### src/hdl/mbrtu_pkg.sv
package mbrtu_pkg;

  localparam logic [1:0] CMD_RX     = 2'd0;
  localparam logic [1:0] CMD_WRITE  = 2'd1;
  localparam logic [1:0] CMD_READ   = 2'd2;
  localparam logic [1:0] CMD_COUNTS = 2'd3;

  localparam logic [1:0] CFG_DEV   = 2'd0;
  localparam logic [1:0] CFG_BASE  = 2'd1;
  localparam logic [1:0] CFG_COUNT = 2'd2;

  localparam logic [7:0] UNIT_MAX    = 8'd247;
  localparam logic [7:0] FUNC_READ   = 8'h03;
  localparam logic [7:0] EXC_FLAG    = 8'h80;
  localparam logic [7:0] EXC_ADDRESS = 8'h02;
  localparam logic [7:0] EXC_DATA    = 8'h03;

  typedef enum logic [7:0] {
    PS_UNIT    = 8'b0000_0001,
    PS_FUNC    = 8'b0000_0010,
    PS_ADDR_HI = 8'b0000_0100,
    PS_ADDR_LO = 8'b0000_1000,
    PS_QTY_HI  = 8'b0001_0000,
    PS_QTY_LO  = 8'b0010_0000,
    PS_CRC_LO  = 8'b0100_0000,
    PS_CRC_HI  = 8'b1000_0000
  } parse_state_t;

  // job kinds handed from front to back
  localparam logic [2:0] JOB_DATA   = 3'd0;
  localparam logic [2:0] JOB_EXC    = 3'd1;
  localparam logic [2:0] JOB_LWRITE = 3'd2;
  localparam logic [2:0] JOB_LREAD  = 3'd3;
  localparam logic [2:0] JOB_LVAL   = 3'd4;

  typedef struct packed {
    logic [2:0]  kind;
    logic [7:0]  exc;
    logic [15:0] offset;
    logic [15:0] qty;
    logic [15:0] value;
    logic        ok;
  } job_t;

  function automatic logic [15:0] crc_add(input logic [15:0] crc, input logic [7:0] b);
    logic [15:0] c;
    c = crc ^ {8'h00, b};
    for (int k = 0; k < 8; k++) begin
      if (c[0]) c = (c >> 1) ^ 16'hA001;
      else      c = c >> 1;
    end
    return c;
  endfunction

endpackage

### src/hdl/mbrtu_front.sv
module mbrtu_front #(
  parameter int NUM_REGS     = 256,
  parameter int MAX_QUANTITY = 124
) (
  input  logic               clk,
  input  logic               rst_n,
  input  logic               in_valid,
  output logic               in_ready,
  input  logic [1:0]         command,
  input  logic [7:0]         rx_byte,
  input  logic [15:0]        reg_address,
  input  logic [15:0]        reg_value,
  input  logic [7:0]         dev_addr,
  input  logic [15:0]        base_addr,
  input  logic [8:0]         reg_count,
  output logic               job_valid,
  input  logic               job_ready,
  output mbrtu_pkg::job_t    job
);

  localparam int CW = $clog2(NUM_REGS + 1);

  mbrtu_pkg::parse_state_t ps_r, ps_nxt;
  logic [7:0]  unit_r, unit_nxt;
  logic [15:0] start_r, start_nxt, qty_r, qty_nxt, crc_r, crc_nxt;
  logic [7:0]  crc1_r, crc1_nxt;
  logic [15:0] err_r, err_nxt, idat_r, idat_nxt, iadr_r, iadr_nxt;

  logic [CW-1:0] eff_cnt;
  logic [16:0]   diff, loc_diff, end_sum;
  logic          emit;
  mbrtu_pkg::job_t jb;

  always_comb begin
    if (int'(reg_count) > NUM_REGS) eff_cnt = CW'(NUM_REGS);
    else eff_cnt = CW'(reg_count);
  end

  assign diff     = {1'b0, start_r} - {1'b0, base_addr};
  assign loc_diff = {1'b0, reg_address} - {1'b0, base_addr};
  assign end_sum  = diff + {1'b0, qty_r};

  assign in_ready = job_ready;

  always_comb begin
    ps_nxt = ps_r; unit_nxt = unit_r; start_nxt = start_r; qty_nxt = qty_r;
    crc_nxt = crc_r; crc1_nxt = crc1_r;
    err_nxt = err_r; idat_nxt = idat_r; iadr_nxt = iadr_r;
    emit = 1'b0;
    jb = '0;
    if (in_valid && in_ready) begin
      unique case (command)
        mbrtu_pkg::CMD_RX: begin
          unique case (ps_r)
            mbrtu_pkg::PS_UNIT: begin
              if (rx_byte >= 8'd1 && rx_byte <= mbrtu_pkg::UNIT_MAX) begin
                unit_nxt = rx_byte;
                crc_nxt = mbrtu_pkg::crc_add(16'hFFFF, rx_byte);
                ps_nxt = mbrtu_pkg::PS_FUNC;
              end else begin
                err_nxt = err_r + 16'd1; crc_nxt = 16'hFFFF;
              end
            end
            mbrtu_pkg::PS_FUNC: begin
              if (rx_byte == mbrtu_pkg::FUNC_READ) begin
                crc_nxt = mbrtu_pkg::crc_add(crc_r, rx_byte);
                ps_nxt = mbrtu_pkg::PS_ADDR_HI;
              end else begin
                err_nxt = err_r + 16'd1; crc_nxt = 16'hFFFF; ps_nxt = mbrtu_pkg::PS_UNIT;
              end
            end
            mbrtu_pkg::PS_ADDR_HI: begin
              crc_nxt = mbrtu_pkg::crc_add(crc_r, rx_byte);
              start_nxt = {rx_byte, 8'h00}; ps_nxt = mbrtu_pkg::PS_ADDR_LO;
            end
            mbrtu_pkg::PS_ADDR_LO: begin
              crc_nxt = mbrtu_pkg::crc_add(crc_r, rx_byte);
              start_nxt = {start_r[15:8], rx_byte}; ps_nxt = mbrtu_pkg::PS_QTY_HI;
            end
            mbrtu_pkg::PS_QTY_HI: begin
              crc_nxt = mbrtu_pkg::crc_add(crc_r, rx_byte);
              qty_nxt = {rx_byte, 8'h00}; ps_nxt = mbrtu_pkg::PS_QTY_LO;
            end
            mbrtu_pkg::PS_QTY_LO: begin
              crc_nxt = mbrtu_pkg::crc_add(crc_r, rx_byte);
              qty_nxt = {qty_r[15:8], rx_byte}; ps_nxt = mbrtu_pkg::PS_CRC_LO;
            end
            mbrtu_pkg::PS_CRC_LO: begin
              crc1_nxt = rx_byte; ps_nxt = mbrtu_pkg::PS_CRC_HI;
            end
            mbrtu_pkg::PS_CRC_HI: begin
              ps_nxt = mbrtu_pkg::PS_UNIT; crc_nxt = 16'hFFFF;
              if ({rx_byte, crc1_r} != crc_r) begin
                err_nxt = err_r + 16'd1;
              end else if (unit_r == dev_addr) begin
                emit = 1'b1;
                jb.qty = qty_r;
                jb.offset = diff[15:0];
                if (qty_r == 16'd0 || qty_r > 16'(MAX_QUANTITY)) begin
                  jb.kind = mbrtu_pkg::JOB_EXC; jb.exc = mbrtu_pkg::EXC_DATA;
                  idat_nxt = idat_r + 16'd1;
                end else if (diff[16] || end_sum > 17'(eff_cnt)) begin
                  jb.kind = mbrtu_pkg::JOB_EXC; jb.exc = mbrtu_pkg::EXC_ADDRESS;
                  iadr_nxt = iadr_r + 16'd1;
                end else begin
                  jb.kind = mbrtu_pkg::JOB_DATA;
                end
              end
            end
            default: begin
              err_nxt = err_r + 16'd1; crc_nxt = 16'hFFFF; ps_nxt = mbrtu_pkg::PS_UNIT;
            end
          endcase
        end
        mbrtu_pkg::CMD_WRITE, mbrtu_pkg::CMD_READ: begin
          emit = 1'b1;
          jb.kind = (command == mbrtu_pkg::CMD_WRITE) ? mbrtu_pkg::JOB_LWRITE
                                                     : mbrtu_pkg::JOB_LREAD;
          jb.offset = loc_diff[15:0];
          jb.value = reg_value;
          jb.ok = !loc_diff[16] && (loc_diff < 17'(eff_cnt));
        end
        default: begin
          emit = 1'b1;
          jb.kind = mbrtu_pkg::JOB_LVAL;
          jb.ok = 1'b1;
          if (reg_address == 16'd0) jb.value = err_r;
          else if (reg_address == 16'd1) jb.value = idat_r;
          else if (reg_address == 16'd2) jb.value = iadr_r;
          else jb.ok = 1'b0;
        end
      endcase
    end
  end

  always_ff @(posedge clk) begin
    if (!rst_n) begin
      ps_r <= mbrtu_pkg::PS_UNIT; unit_r <= '0; start_r <= '0; qty_r <= '0;
      crc_r <= 16'hFFFF; crc1_r <= '0; err_r <= '0; idat_r <= '0; iadr_r <= '0;
      job_valid <= 1'b0;
    end else begin
      ps_r <= ps_nxt; unit_r <= unit_nxt; start_r <= start_nxt; qty_r <= qty_nxt;
      crc_r <= crc_nxt; crc1_r <= crc1_nxt; err_r <= err_nxt; idat_r <= idat_nxt;
      iadr_r <= iadr_nxt;
      job_valid <= emit;
    end
  end

  always_ff @(posedge clk) begin
    if (emit) job <= jb;
  end

  a_ps_onehot: assert property (@(posedge clk) disable iff (!rst_n)
    $onehot(ps_r))
    else $error("parser state not one-hot");
  a_job_pulse: assert property (@(posedge clk) disable iff (!rst_n)
    job_valid |=> !job_valid)
    else $error("job held two cycles");
  a_no_take: assert property (@(posedge clk) disable iff (!rst_n)
    job_valid |-> !in_ready)
    else $error("beat taken while job pending");

endmodule

### config.mk
export PLATFORM = sky130hd
export DESIGN_NAME = mbrtu_front
export DESIGN_NICKNAME = d
export VERILOG_FILES = /design/src/hdl/mbrtu_pkg.sv /design/src/hdl/mbrtu_front.sv
export SDC_FILE = /design/constraint.sdc
export NUM_CORES = 1
export LEC_CHECK = 0
export BUFFER_PORTS_ARGS = -buffer_cell sky130_fd_sc_hd__buf_2
export CAP_MARGIN = 20
export CORE_UTILIZATION = 50
export CTS_CLUSTER_DIAMETER = 40
export DETAILED_ROUTE_END_ITERATION = 8
export PLACE_DENSITY = 0.7
export REMOVE_ABC_BUFFERS = 1
export SETUP_SLACK_MARGIN = 0.2
export SYNTH_ARGS = -nofsm -noshare
export SYNTH_HDL_FRONTEND = slang
export SYNTH_SLANG_ARGS = --single-unit
### constraint.sdc
create_clock -name clk -period 5.9 [get_ports clk]
set_input_delay 0.885 -clock clk [delete_from_list [all_inputs] [get_ports clk]]
set_output_delay 0.885 -clock clk [all_outputs]
set_load 0.005 [all_outputs]
# Word level (Yosys, flattened, before mapping)
# Index checks and enable logic that the tools add are counted.
op_classes:
  n_reduce_logical: 26
  mux: 218
  n_eq_ne: 19
  n_addsub: 6
  n_bitwise: 56
  n_lt_le_gt_ge: 6
ops:
  columns: ["operator", "n"]
  rows:
  - ["16-bit 2-to-1 mux", 192]
  - ["2-bit inverter with 3-bit output", 44]
  - ["41-bit 2-to-1 mux", 3]
  - ["16-bit one-hot mux with 7 select lines", 1]
  - ["16-bit one-hot mux with 2 select lines", 3]
  - ["16-bit one-hot mux with 4 select lines", 1]
  - ["8-bit one-hot mux with 7 select lines", 1]
  - ["16-bit by 1-bit adder with 16-bit output, second input constant", 3]
  - ["17-bit one-hot mux with 2 select lines", 1]
  - ["16-bit by 16-bit subtractor with 17-bit output", 2]
  - ["16-bit zero test", 2]
  - ["9-bit 2-to-1 mux", 2]
  - ["17-bit by 16-bit adder with 17-bit output", 1]
  - ["17-bit by 9-bit greater-than comparator with 1-bit output", 1]
  - ["17-bit by 9-bit less-than comparator with 1-bit output", 1]
  - ["16-bit by 1-bit equality test with 1-bit output, second input constant", 1]
  - ["16-bit by 2-bit equality test with 1-bit output, second input constant", 1]
  - ["8-bit by 2-bit equality test with 1-bit output, second input constant", 2]
  - ["16-bit by 7-bit greater-than comparator with 1-bit output, second input constant", 1]
  - ["16-bit inequality test", 1]
  - ["8-bit inverter with 16-bit output", 1]
  - ["16-bit by 8-bit bitwise XOR with 16-bit output", 1]
  - ["3-bit AND reduction", 5]
  - ["4-bit AND reduction", 3]
  - ["30 further kinds", 57]
totals:
  word_cells: 350
  in_bits: 79
  ff_bits: 181

# Depth between registers and ports, before layout
# Gate-level depths: netlist of run 1.
depth:
  depth_word: 47
  ltp_mapped: 24

# Worst setup path before layout of run 1
# No wires, ideal clock.
synth_path:
  kind: "input port to flip-flop"
  start: "in base_addr[0]"
  end: "reg iadr_r[4]"
  setup_slack_ps: 951
  n_path_buf: 1
  setup_ps: 87
  stages: 22
  required_time_ps: 5813
  arrival_ps: 4862
  cell_sequence: "ha_1 -> fa_1 -> nor2b_1 -> o21a_1 -> nor2_1 -> xnor2_1 -> ha_1 -> o21a_1 -> o31ai_2 -> nand2b_1 -> a21oi_1 -> xnor2_1 -> ha_1 -> a2111oi_0 -> a211oi_1 -> o31a_1 -> a31oi_1 -> nand4_1 -> o31ai_2 -> buf_4 -> o211ai_1 -> o31ai_1"
synth_between:
  elab_chain_len: 5
synth_rtl:
  columns: ["item", "line_no", "rtl"]
  rows:
  - ["from (decl)", "mbrtu_front.sv:14", "input logic [15:0] base_addr,"]
  - ["16-bit by 16-bit subtractor with 17-bit output *", "mbrtu_front.sv:39", "assign diff = {1'b0, start_r} - {1'b0, base_addr};"]
  - ["17-bit by 16-bit adder with 17-bit output", "mbrtu_front.sv:41", "assign end_sum = diff + {1'b0, qty_r};"]
  - ["17-bit by 9-bit greater-than comparator with 1-bit output", "mbrtu_front.sv:102", "end else if (diff[16] || end_sum > 17'(eff_cnt)) begin"]
  - ["1-bit logical OR *", "mbrtu_front.sv:102", null]
  - ["7-bit AND reduction (no line) *", null, null]
  - ["to (signal assigned)", "mbrtu_front.sv:144", "iadr_r <= iadr_nxt;"]
  - ["to (decl)", "mbrtu_front.sv:27", "logic [15:0] err_r, err_nxt, idat_r, idat_nxt, iadr_r, iadr_nxt;"]
# Every way passes the cells marked *; elsewhere a longest branch is shown, timed or not.
# A chain may end at the register's enable or synchronous reset.

# Worst setup path in the final report of run 1
layout_path:
  start: "in base_addr[0]"
  end: "reg iadr_r[1]"
# Same word-level chain as after synthesis.

==> impl_metrics.ini, run 1 <==
[power_and_ir_drop]
p_leak_nw = 5.004
power_density_nw_per_um2 = 225.6
power.total_mw = 2.887
peakVddDrop_uv = 152.9

[final_layout]
final_nets = 1561
multiInputGateArea_um2 = 6873
fin_util_pct = 57.91
drive_gt1_share_pct = 13.54
n_fill_cell = 2006
antennaDiodeCount = 0
fin_area_um2 = 12790
final_cells = 1691
area_growth_pct = 12.44
seq_area_um2 = 4044

[worst_setup_path]
crit_type = input pin to flop
cp-start-kind = input pin
critPathBufInv = 2
slowest_delay_ps = 430
cp_cell_sequence = buf_2 > ha_1 > fa_1 > nor2b_1 > o21a_1 > nor2_1 > xnor2_1 > ha_1 > o21a_1 > o31ai_2 > nand2b_1 > a21oi_1 > xnor2_1 > ha_1 > a2111oi_0 > a211oi_1 > o31a_1 > a31oi_1 > nand4_1 > o31ai_2 > buf_4 > mux2i_1 > nor2b_1
critPathSlowestCell = fa_1
crit_arrival_ps = 5480
regToRegSetupSlack_ps = 900
worstPathRequired_ps = 6240
cpMostUsedCell = ha_1
path_delay_family = compound AO/OA/AOI/OAI gates
cp-end-kind = flop
cp_max_fo = 12

[clock_network]
cts_post_setup_buffers_inserted = 0
cts_buffer_depth = 2
insertion_delay_ps = 450
ctsHtreeMaxLevel = 4
cts_tree = yes
cts.clk_slew.worst_paths_ps = 70
cts_inserted_buffers = 17
hold_buffers = 0
cts.sinks = 175
root_buffer = clkbuf_16
cts_resized = 0

[synthesis]
async_flop_share_pct = 0
syn_inst = 1294
synth_area_per_cell_um2 = 8.794
synth_top_family_by_area = simple AND/OR/NAND/NOR gates
synthAdderAreaFrac_pct = 9.522
synth_top_area_share_pct = 21.29
synthFlopType = dfxtp_1
syn-cell-area_um2 = 11380
ys_seq_area_share_pct = 35.54
synth-seq-cells = 175
synth-compound-area-share_pct = 18.01
synth_edf_count = 54
yosys-top-cells-count = dfxtp_1 (121), nand2_1 (117), nor2_1 (105), ha_1 (81), xnor2_1 (74)
synthSimpleGateAreaFrac_pct = 21.51
synthMuxAreaShare_pct = 2.661
ys_top_cells_by_area = dfxtp_1 (21%), edfxtp_1 (14%), ha_1 (8.9%)
synth.distinct_cells = 75
synth.most_common_cell = dfxtp_1
synth_top_area_cell = dfxtp_1
synth_xor_area_share_pct = 8.433
yosys_warnings = 0

[place]
postPlaceCellArea_um2 = 12200
place_inst = 1658
dpl.hpwl_mm = 23.97
gp_congestion = 0.9486
io_buffers = 134
pre_cts_slack_ps = 440.7

[detailed_routing]
drt_iter0_drc = 801
routed-via-count = 9945
drt.antenna.violating_nets = 0
vias_per_cell = 5.881
wl_per_cell_um = 18.59
wl_mm = 31.44
route.detailed.drc = 0
firstDrtPassIters = 5

[run_status]
status = finished, final reports clean

[global_route]
grt_max_degree = 91
grt_overflow = 0
antenna_found_initial = 0
grt_pass1_vias = 9279
grt_use_total_pct = 27.22
grt_pass1_wl_mm = 50.05

[timing]
period_needed_ps = 5146
tightest_slew_ps = 986.4
setup_violations = 0
timing.hold.ws_ps = 475.6
fin_skew_ps = 18.34
rsz0062_at_grt = false
slew_headroom_pct = 34.00
slew_violations = 0
max_clock_freq_mhz = 194.3
hold_violations = 0
fin_ws_ps = 754.2
fin_tns_setup_ps = 0
post-route-period-util_pct = 87.22

[job]
drv_cap = 0

[floorplanning]
rows = 54
io_pins = 141
dieArea_um2 = 23370
die_w_um = 152.9
core-area_um2 = 22090
die_h_um = 152.9
initial_core_util_pct = 51.51

[worst_hold_path]
min_path_type = flop to flop
-- final timing paths --
kind	startpoint	to	cells past startpoint
worst max-delay path	base_addr[0]	iadr_r[1]$_SDFFE_PN0P_	23
worst min-delay path	crc1_r[0]$_SDFFE_PN0P_	crc1_r[0]$_SDFFE_PN0P_	2
worst min register to register	crc1_r[0]$_SDFFE_PN0P_	crc1_r[0]$_SDFFE_PN0P_	2
worst max register to register	start_r[0]$_SDFFE_PN0P_	iadr_r[1]$_SDFFE_PN0P_	23
-- tightest hold or removal path, cell delays in order (launching register included) --
cell,delay (ps)
dfxtp_1,320
nand2_1,50
a21boi_0,60
-- report_power, final --
part	switching (mW)	internal (mW)
sequential	0.0105	1.26
combinational	0.270	0.180
clock	0.557	0.606
total	0.838	2.05
-- metal layers --
layer / routed length, um / vias up / GRT usage (%)
li1: - / 4863 / -
met1: 14720 / 4665 / 37.93
met2: 14000 / 366 / 43.29
met3: 2146 / 51 / 4.508
met4: 575 / 0 / 7.937
met5: 0 / - / 0
-- kinds of logic (layout without fill, tap and decap cells) --
| kind of cell | Yosys count | in the layout |
|---|---|---|
| compound gates | 300 | 300 |
| other cells | 1 | 6 |
| simple gates | 480 | 480 |
| mux | 30 | 30 |
| buf+inv | 115 | 227 |
| xor+xnor | 108 | 108 |
| fa+ha+maj | 85 | 85 |
| flops | 175 | 175 |
-- final cells by class --
type	instances	area share (%)
Clock buffer	17	3.325
Clock inverter	15	1.320
Inverter	52	1.526
Multi-Input combinational cell	1009	53.72
Sequential cell	175	31.61
Tap cell	280	2.738
Timing Repair Buffer	143	5.770
-- flip-flops by register name, summed over array words and instances (netlist names) --
name,flops
crc_r,16
iadr_r,16
start_r,16
crc1_r,8
job_valid,1
job,54
err_r,16
qty_r,16
ps_r,8
idat_r,16
unit_r,8
-- placed cells by master, fill, tap and decap left out, types with 4 or more instances in the layout --
cell type and n:
o21ai_0 64, xnor2_1 74, nor2b_1 49, nor4_1 19
and2_1 44, o211ai_1 11, o221ai_1 5, edfxtp_1 54
conb_1 6, o31a_1 4, nor2_1 104, a21oi_1 45
a22oi_1 44, buf_2 133, nand3_1 37, o21a_1 21
and3_1 9, ha_1 81, nand4_1 20, xor2_1 33
inv_6 6, nand2b_1 21, or4_1 4, or3_1 11
dfxtp_1 121, nand2_1 117, nor3_1 25, buf_4 9
mux2i_1 28, a21boi_0 26, o31ai_1 14, a21o_1 12
clkbuf_16 17, a211oi_1 14, inv_1 50
Power figures use the tool's default switching activity.
==> run 2: changes to the inputs <==
==> constraint.sdc (replaced) <==
create_clock -name clk -period 5.25 [get_ports clk]
set_input_delay 0.7875 -clock clk [delete_from_list [all_inputs] [get_ports clk]]
set_output_delay 0.7875 -clock clk [all_outputs]
set_load 0.005 [all_outputs]
==> impl_metrics.ini, run 2 (synthesis results as in run 1) <==
[run_status]
status = finished, final reports clean

[worst_setup_path]
cp-end-kind = flop
cp_max_fo = 6
worstPathRequired_ps = 5600
crit_type = input pin to flop
cpMostUsedCell = buf_4
critPathBufInv = 5
crit_arrival_ps = 5200
critPathSlowestCell = a2111oi_4
cp-start-kind = input pin
slowest_delay_ps = 390
cp_cell_sequence = buf_2 > inv_1 > ha_1 > nor2b_1 > o21a_1 > o21ai_1 > nand2b_1 > a21oi_1 > xnor2_1 > ha_1 > buf_4 > a21oi_1 > xnor2_1 > ha_2 > a2111oi_4 > a211oi_2 > o31a_1 > a31oi_2 > nand4_1 > o31ai_2 > buf_4 > buf_4 > o211ai_1 > o31ai_1
path_delay_family = compound AO/OA/AOI/OAI gates

[place]
dpl.hpwl_mm = 24.53
io_buffers = 134
gp_congestion = 0.9399
place_inst = 1669

[timing]
fin_skew_ps = 18.38
slew_violations = 0
setup_violations = 0
period_needed_ps = 4855
tightest_slew_ps = 1095
post-route-period-util_pct = 92.48
hold_violations = 0
rsz0062_at_grt = false
slew_headroom_pct = 26.46
max_clock_freq_mhz = 206.0
fin_tns_setup_ps = 0
timing.hold.ws_ps = 483.6

[global_route]
grt_pass1_vias = 9295
grt_pass1_wl_mm = 50.29
met2_usage_pct = 43.77
antenna_found_initial = 0
grtUsageMet3_pct = 5.699
grt_max_degree = 104
top_usage_layer = met2
grtUsageMet1_pct = 37.76
grt_overflow = 0
grt_use_total_pct = 27.49

[power_and_ir_drop]
clockPowerShare_pct = 39.6
peakVddDrop_uv = 196.8
power_density_nw_per_um2 = 249.6
p_comb_share_pct = 16.2
p_leak_nw = 5.076
p_switching_mw = 0.9250
power.total_mw = 3.238
p_seq_share_pct = 44.2
swShare_pct = 28.56
p_int_mw = 2.313

[final_layout]
final_cells = 1706
final_nets = 1576
largest_reg_flops = 54
drive_gt1_share_pct = 14.94
regMostFlops = job
layout_commonest_cell = buf_2
n_fill_cell = 2024
multiInputGateArea_um2 = 6934
seq_area_um2 = 4044
antennaDiodeCount = 0
area_growth_pct = 14.03
final_cell_mix = buf_2 (133), dfxtp_1 (121), nand2_1 (117)

[floorplanning]
die_w_um = 152.9
initial_core_util_pct = 51.51
core-area_um2 = 22090
rows = 54
io_pins = 141
die_h_um = 152.9
dieArea_um2 = 23370

[clock_network]
root_buffer = clkbuf_16
cts_inserted_buffers = 17
cts_tree = yes
cts_buffer_depth = 2
ctsHtreeMaxLevel = 4
cts.clk_slew.worst_paths_ps = 70
hold_buffers = 0
insertion_delay_ps = 440
cts.sinks = 175

[detailed_routing]
drt.antenna.violating_nets = 0
vias_per_cell = 5.859
firstDrtPassIters = 6
drt_iter0_drc = 782
route.detailed.drc = 0
wl_per_cell_um = 18.84
routed-via-count = 9996
wl_mm = 32.15

[job]
drv_cap = 0

[worst_hold_path]
min_path_type = flop to flop
## run 2: cell count changes in the layout (fill, tap and decap cells not counted), sizes merged
cell / previous run / this run
buf: 142 / 157
clkbuf: 18 / 17
clkdlybuf4s15: 0 / 1
clkinv: 6 / 7
inv: 60 / 59
## run 2: path summary, 6_finish.rpt
path                                         startpoint  depth (start not counted)  slack, ps                      to
worst min register to register   crc1_r[0]$_SDFFE_PN0P_                          2        480  crc1_r[0]$_SDFFE_PN0P_
worst max-delay path                       base_addr[1]                         24        390  iadr_r[6]$_SDFFE_PN0P_
worst min-delay path             crc1_r[0]$_SDFFE_PN0P_                          2        480  crc1_r[0]$_SDFFE_PN0P_
worst max register to register  start_r[0]$_SDFFE_PN0P_                         24        460  iadr_r[6]$_SDFFE_PN0P_
## run 2: metrics by stage
step | setup slack, ps | instance area [um2] | util (%)
2_1_floorplan | 44.41 | 11100 | -
3_3_place_gp | 46.17 | 12280 | 55.57
3_5_place_dp | -72.68 | 12280 | 55.57
4_1_cts | 332.4 | 12870 | 58.27
5_1_grt | 207.2 | 12980 | 58.73
6_report | 395.0 | 12980 | 58.73
## run 2: power groups by stage
stage / Clock [mW] / Sequential (mW) / Combinational (mW)
2_1_floorplan: 0 / 1.47 / 0.300
3_3_place_gp: 0 / 1.46 / 0.496
3_5_place_dp: 0 / 1.46 / 0.499
4_1_cts: 1.30 / 1.43 / 0.503
5_1_grt: 1.36 / 1.43 / 0.570
6_report: 1.28 / 1.43 / 0.524
## run 2: repair_timing
item	in CTS	in global routing
buffers inserted	0	4
gates resized for setup	0	13
endpoints found under the setup margin	0	18
## run 2: worst reg2reg max path, stage by stage, from the launching register on
cell and delay [ps]:
dfxtp_1 340, inv_1 80, ha_1 220, fa_2 360, nor2b_2 150, o21a_1 120, nor2_1 40, xnor2_1 230
ha_1 280, o21a_1 120, o31ai_2 80, nand2b_1 90, a21oi_1 170, xnor2_1 150, ha_2 360, a2111oi_4 390
a211oi_2 80, o31a_1 260, a31oi_2 180, nand4_1 190, o31ai_2 300, buf_4 220, buf_4 120, o211ai_1 90
o31ai_1 90
## run 2: cell type report
| class | instances | share of cell area, % |
|---|---|---|
| Inverter | 52 | 1.504 |
| Multi-Input combinational cell | 1009 | 53.44 |
| Timing Repair Buffer | 158 | 6.605 |
| Tap cell | 280 | 2.700 |
| Clock buffer | 17 | 3.278 |
| Sequential cell | 175 | 31.16 |
| Clock inverter | 15 | 1.311 |
## run 2: layer usage
metal,vias up,part of all wire [%]
li1,4870,-
met3,43,7.1
met1,4710,45
met2,373,46
met5,-,0
met4,0,1.7
==> run 3: changes to the inputs <==
--- a/config.mk
+++ b/config.mk
@@ -7,9 +7,11 @@
 export LEC_CHECK = 0
 export BUFFER_PORTS_ARGS = -buffer_cell sky130_fd_sc_hd__buf_2
 export CAP_MARGIN = 20
+export CORE_ASPECT_RATIO = 1.4
 export CORE_UTILIZATION = 50
 export CTS_CLUSTER_DIAMETER = 40
 export DETAILED_ROUTE_END_ITERATION = 8
+export GPL_ROUTABILITY_DRIVEN = 0
 export PLACE_DENSITY = 0.7
 export REMOVE_ABC_BUFFERS = 1
 export SETUP_SLACK_MARGIN = 0.2
==> constraint.sdc (replaced) <==
create_clock -name clk -period 5 [get_ports clk]
set_input_delay 0.75 -clock clk [delete_from_list [all_inputs] [get_ports clk]]
set_output_delay 0.75 -clock clk [all_outputs]
set_load 0.005 [all_outputs]
==> impl_metrics.ini, run 3 (synthesis results as in run 1) <==
[timing]
timing.hold.ws_ps = 490.1
rsz0062_at_grt = true
post-route-period-util_pct = 93.55
slew_headroom_pct = 36.44
period_needed_ps = 4677
fin_skew_ps = 12.01
setup_violations = 0
hold_violations = 0
tightest_slew_ps = 943.1
max_clock_freq_mhz = 213.8
slew_violations = 0

[power_and_ir_drop]
peakVddDrop_uv = 218.9
swShare_pct = 28.64
clockPowerShare_pct = 38.8
p_comb_share_pct = 16.7
p_leak_nw = 5.247
p_seq_share_pct = 44.6
power_density_nw_per_um2 = 253.0
p_switching_mw = 0.9675
p_int_mw = 2.411

[detailed_routing]
drt.antenna.violating_nets = 0
route.detailed.drc = 0
wl_per_cell_um = 18.11
firstDrtPassIters = 7
wl_mm = 31.70
drt_iter0_drc = 734
vias_per_cell = 5.794
routed-via-count = 10140

[global_route]
grt_max_degree = 82
antenna_found_initial = 0
grt_pass1_vias = 9810
grt_pass1_wl_mm = 49.53
grt_use_total_pct = 27.45
grt_overflow = 0

[worst_setup_path]
cp-start-kind = flop
cp-end-kind = flop
worstPathRequired_ps = 5350
crit_arrival_ps = 5030
timing.rr.start = start_r[0]$_SDFFE_PN0P_
crit_type = flop to flop
startpoint = start_r[0]$_SDFFE_PN0P_
cp_max_fo = 5
reg2reg_depth = 22
regToRegSetupSlack_ps = 320

[final_layout]
seq_area_um2 = 4045
antennaDiodeCount = 0
fin_area_um2 = 13350
final_nets = 1603
drive_gt1_share_pct = 18.51
area_growth_pct = 17.35
largest_reg_flops = 54
n_fill_cell = 1966
final_cell_mix = buf_2 (132), dfxtp_1 (120), nand2_1 (117)
multiInputGateArea_um2 = 7097
layout_commonest_cell = buf_2
regMostFlops = job

[floorplanning]
dieArea_um2 = 23370
core-area_um2 = 22100
die_h_um = 180.5
die_w_um = 129.5
rows = 64
initial_core_util_pct = 51.49
io_pins = 141

[place]
io_buffers = 134
postPlaceCellArea_um2 = 12470
dpl.hpwl_mm = 23.76

[clock_network]
cts_inserted_buffers = 17
cts.sinks = 175
root_buffer = clkbuf_16
cts_buffer_depth = 2
hold_buffers = 0
ctsHtreeMaxLevel = 4
insertion_delay_ps = 450
cts.clk_slew.worst_paths_ps = 70
cts_tree = yes

[job]
drv_cap = 0

[worst_hold_path]
hold_depth = 2
hold_start = crc1_r[0]$_SDFFE_PN0P_
min_path_type = flop to flop

[run_status]
status = finished, final reports clean
==> run 3: cell types whose count changed in the layout (fill, tap and decap cells not counted), moves of 3 or more <==
cell     previous run  this run
buf_4              24        49
o21ai_0            63        60
o21ai_2             0         3
nor2_1            104       101
nor4_1             19        16
nor4_2              0         3
buf_6               0         3
==> run 3: per-stage QoR <==
step           cells  TNS (ps)  power [mW]  util, %  worst slack (ps)
6_report        1750         0       3.378    60.42             322.7
2_1_floorplan   1236    -848.3       1.854        -            -168.1
4_1_cts         1746         0       3.365    59.31             188.1
3_3_place_gp    1709     -2045       2.057    56.43            -214.0
5_1_grt         1750         0       3.508    60.42             109.6
3_5_place_dp    1709     -4129       2.067    56.43            -311.6
==> run 3: area by class of cell <==
class	instances	share of cell area, %
clock buffers	19	3.392
clock inverters	13	0.9182
flip-flops and latches	175	30.29
multi-input cells	1009	53.14
inverters	52	1.462
well taps	297	2.783
repair buffers	185	8.011
==> run 3: worst paths after layout <==
path / end
max reg2reg: iadr_r[10]$_SDFFE_PN0P_
max: iadr_r[10]$_SDFFE_PN0P_
min reg2reg: crc1_r[0]$_SDFFE_PN0P_
min: crc1_r[0]$_SDFFE_PN0P_
==> run 3: power by group through the flow <==
stage | combinational (mW) | clock, mW | sequential (mW)
after floorplan | 0.315 | 0 | 1.54
after global placement | 0.520 | 0 | 1.54
after detailed placement | 0.529 | 0 | 1.54
after CTS | 0.537 | 1.32 | 1.51
after global routing | 0.614 | 1.39 | 1.51
final | 0.563 | 1.31 | 1.51
==> run 3: repair_timing <==
| item | 4_1_cts | 5_1_grt |
|---|---|---|
| pin swaps | 1 | 27 |
| cloned | 0 | 1 |
| resized for setup | 6 | 52 |
| endpoints found under the hold margin | 0 | 0 |
| endpoints found under the setup margin | 11 | 18 |
| buffers inserted | 5 | 2 |
==> run 3: critical path, cell delays in order, from the launching register on <==
cell	delay, ps
dfxtp_2	350
inv_2	50
ha_4	160
fa_2	600
inv_1	70
ha_1	310
a211oi_2	360
nor2_4	90
o21a_1	190
nor2_2	90
xnor2_1	130
ha_2	300
o21a_1	190
o21ai_2	180
a211oi_2	60
o31a_1	340
a31oi_2	180
nand4_1	170
buf_4	190
o31ai_4	200
buf_4	190
o211ai_1	100
o31ai_1	90
==> run 3: routing by layer <==
layer	share of wire, %	vias up	global-route usage, %
met5	0	-	0
met4	4.1	0	13.63
met3	4.6	87	3.711
met2	51	341	49.01
met1	40	4783	31.56
li1	-	4929	-
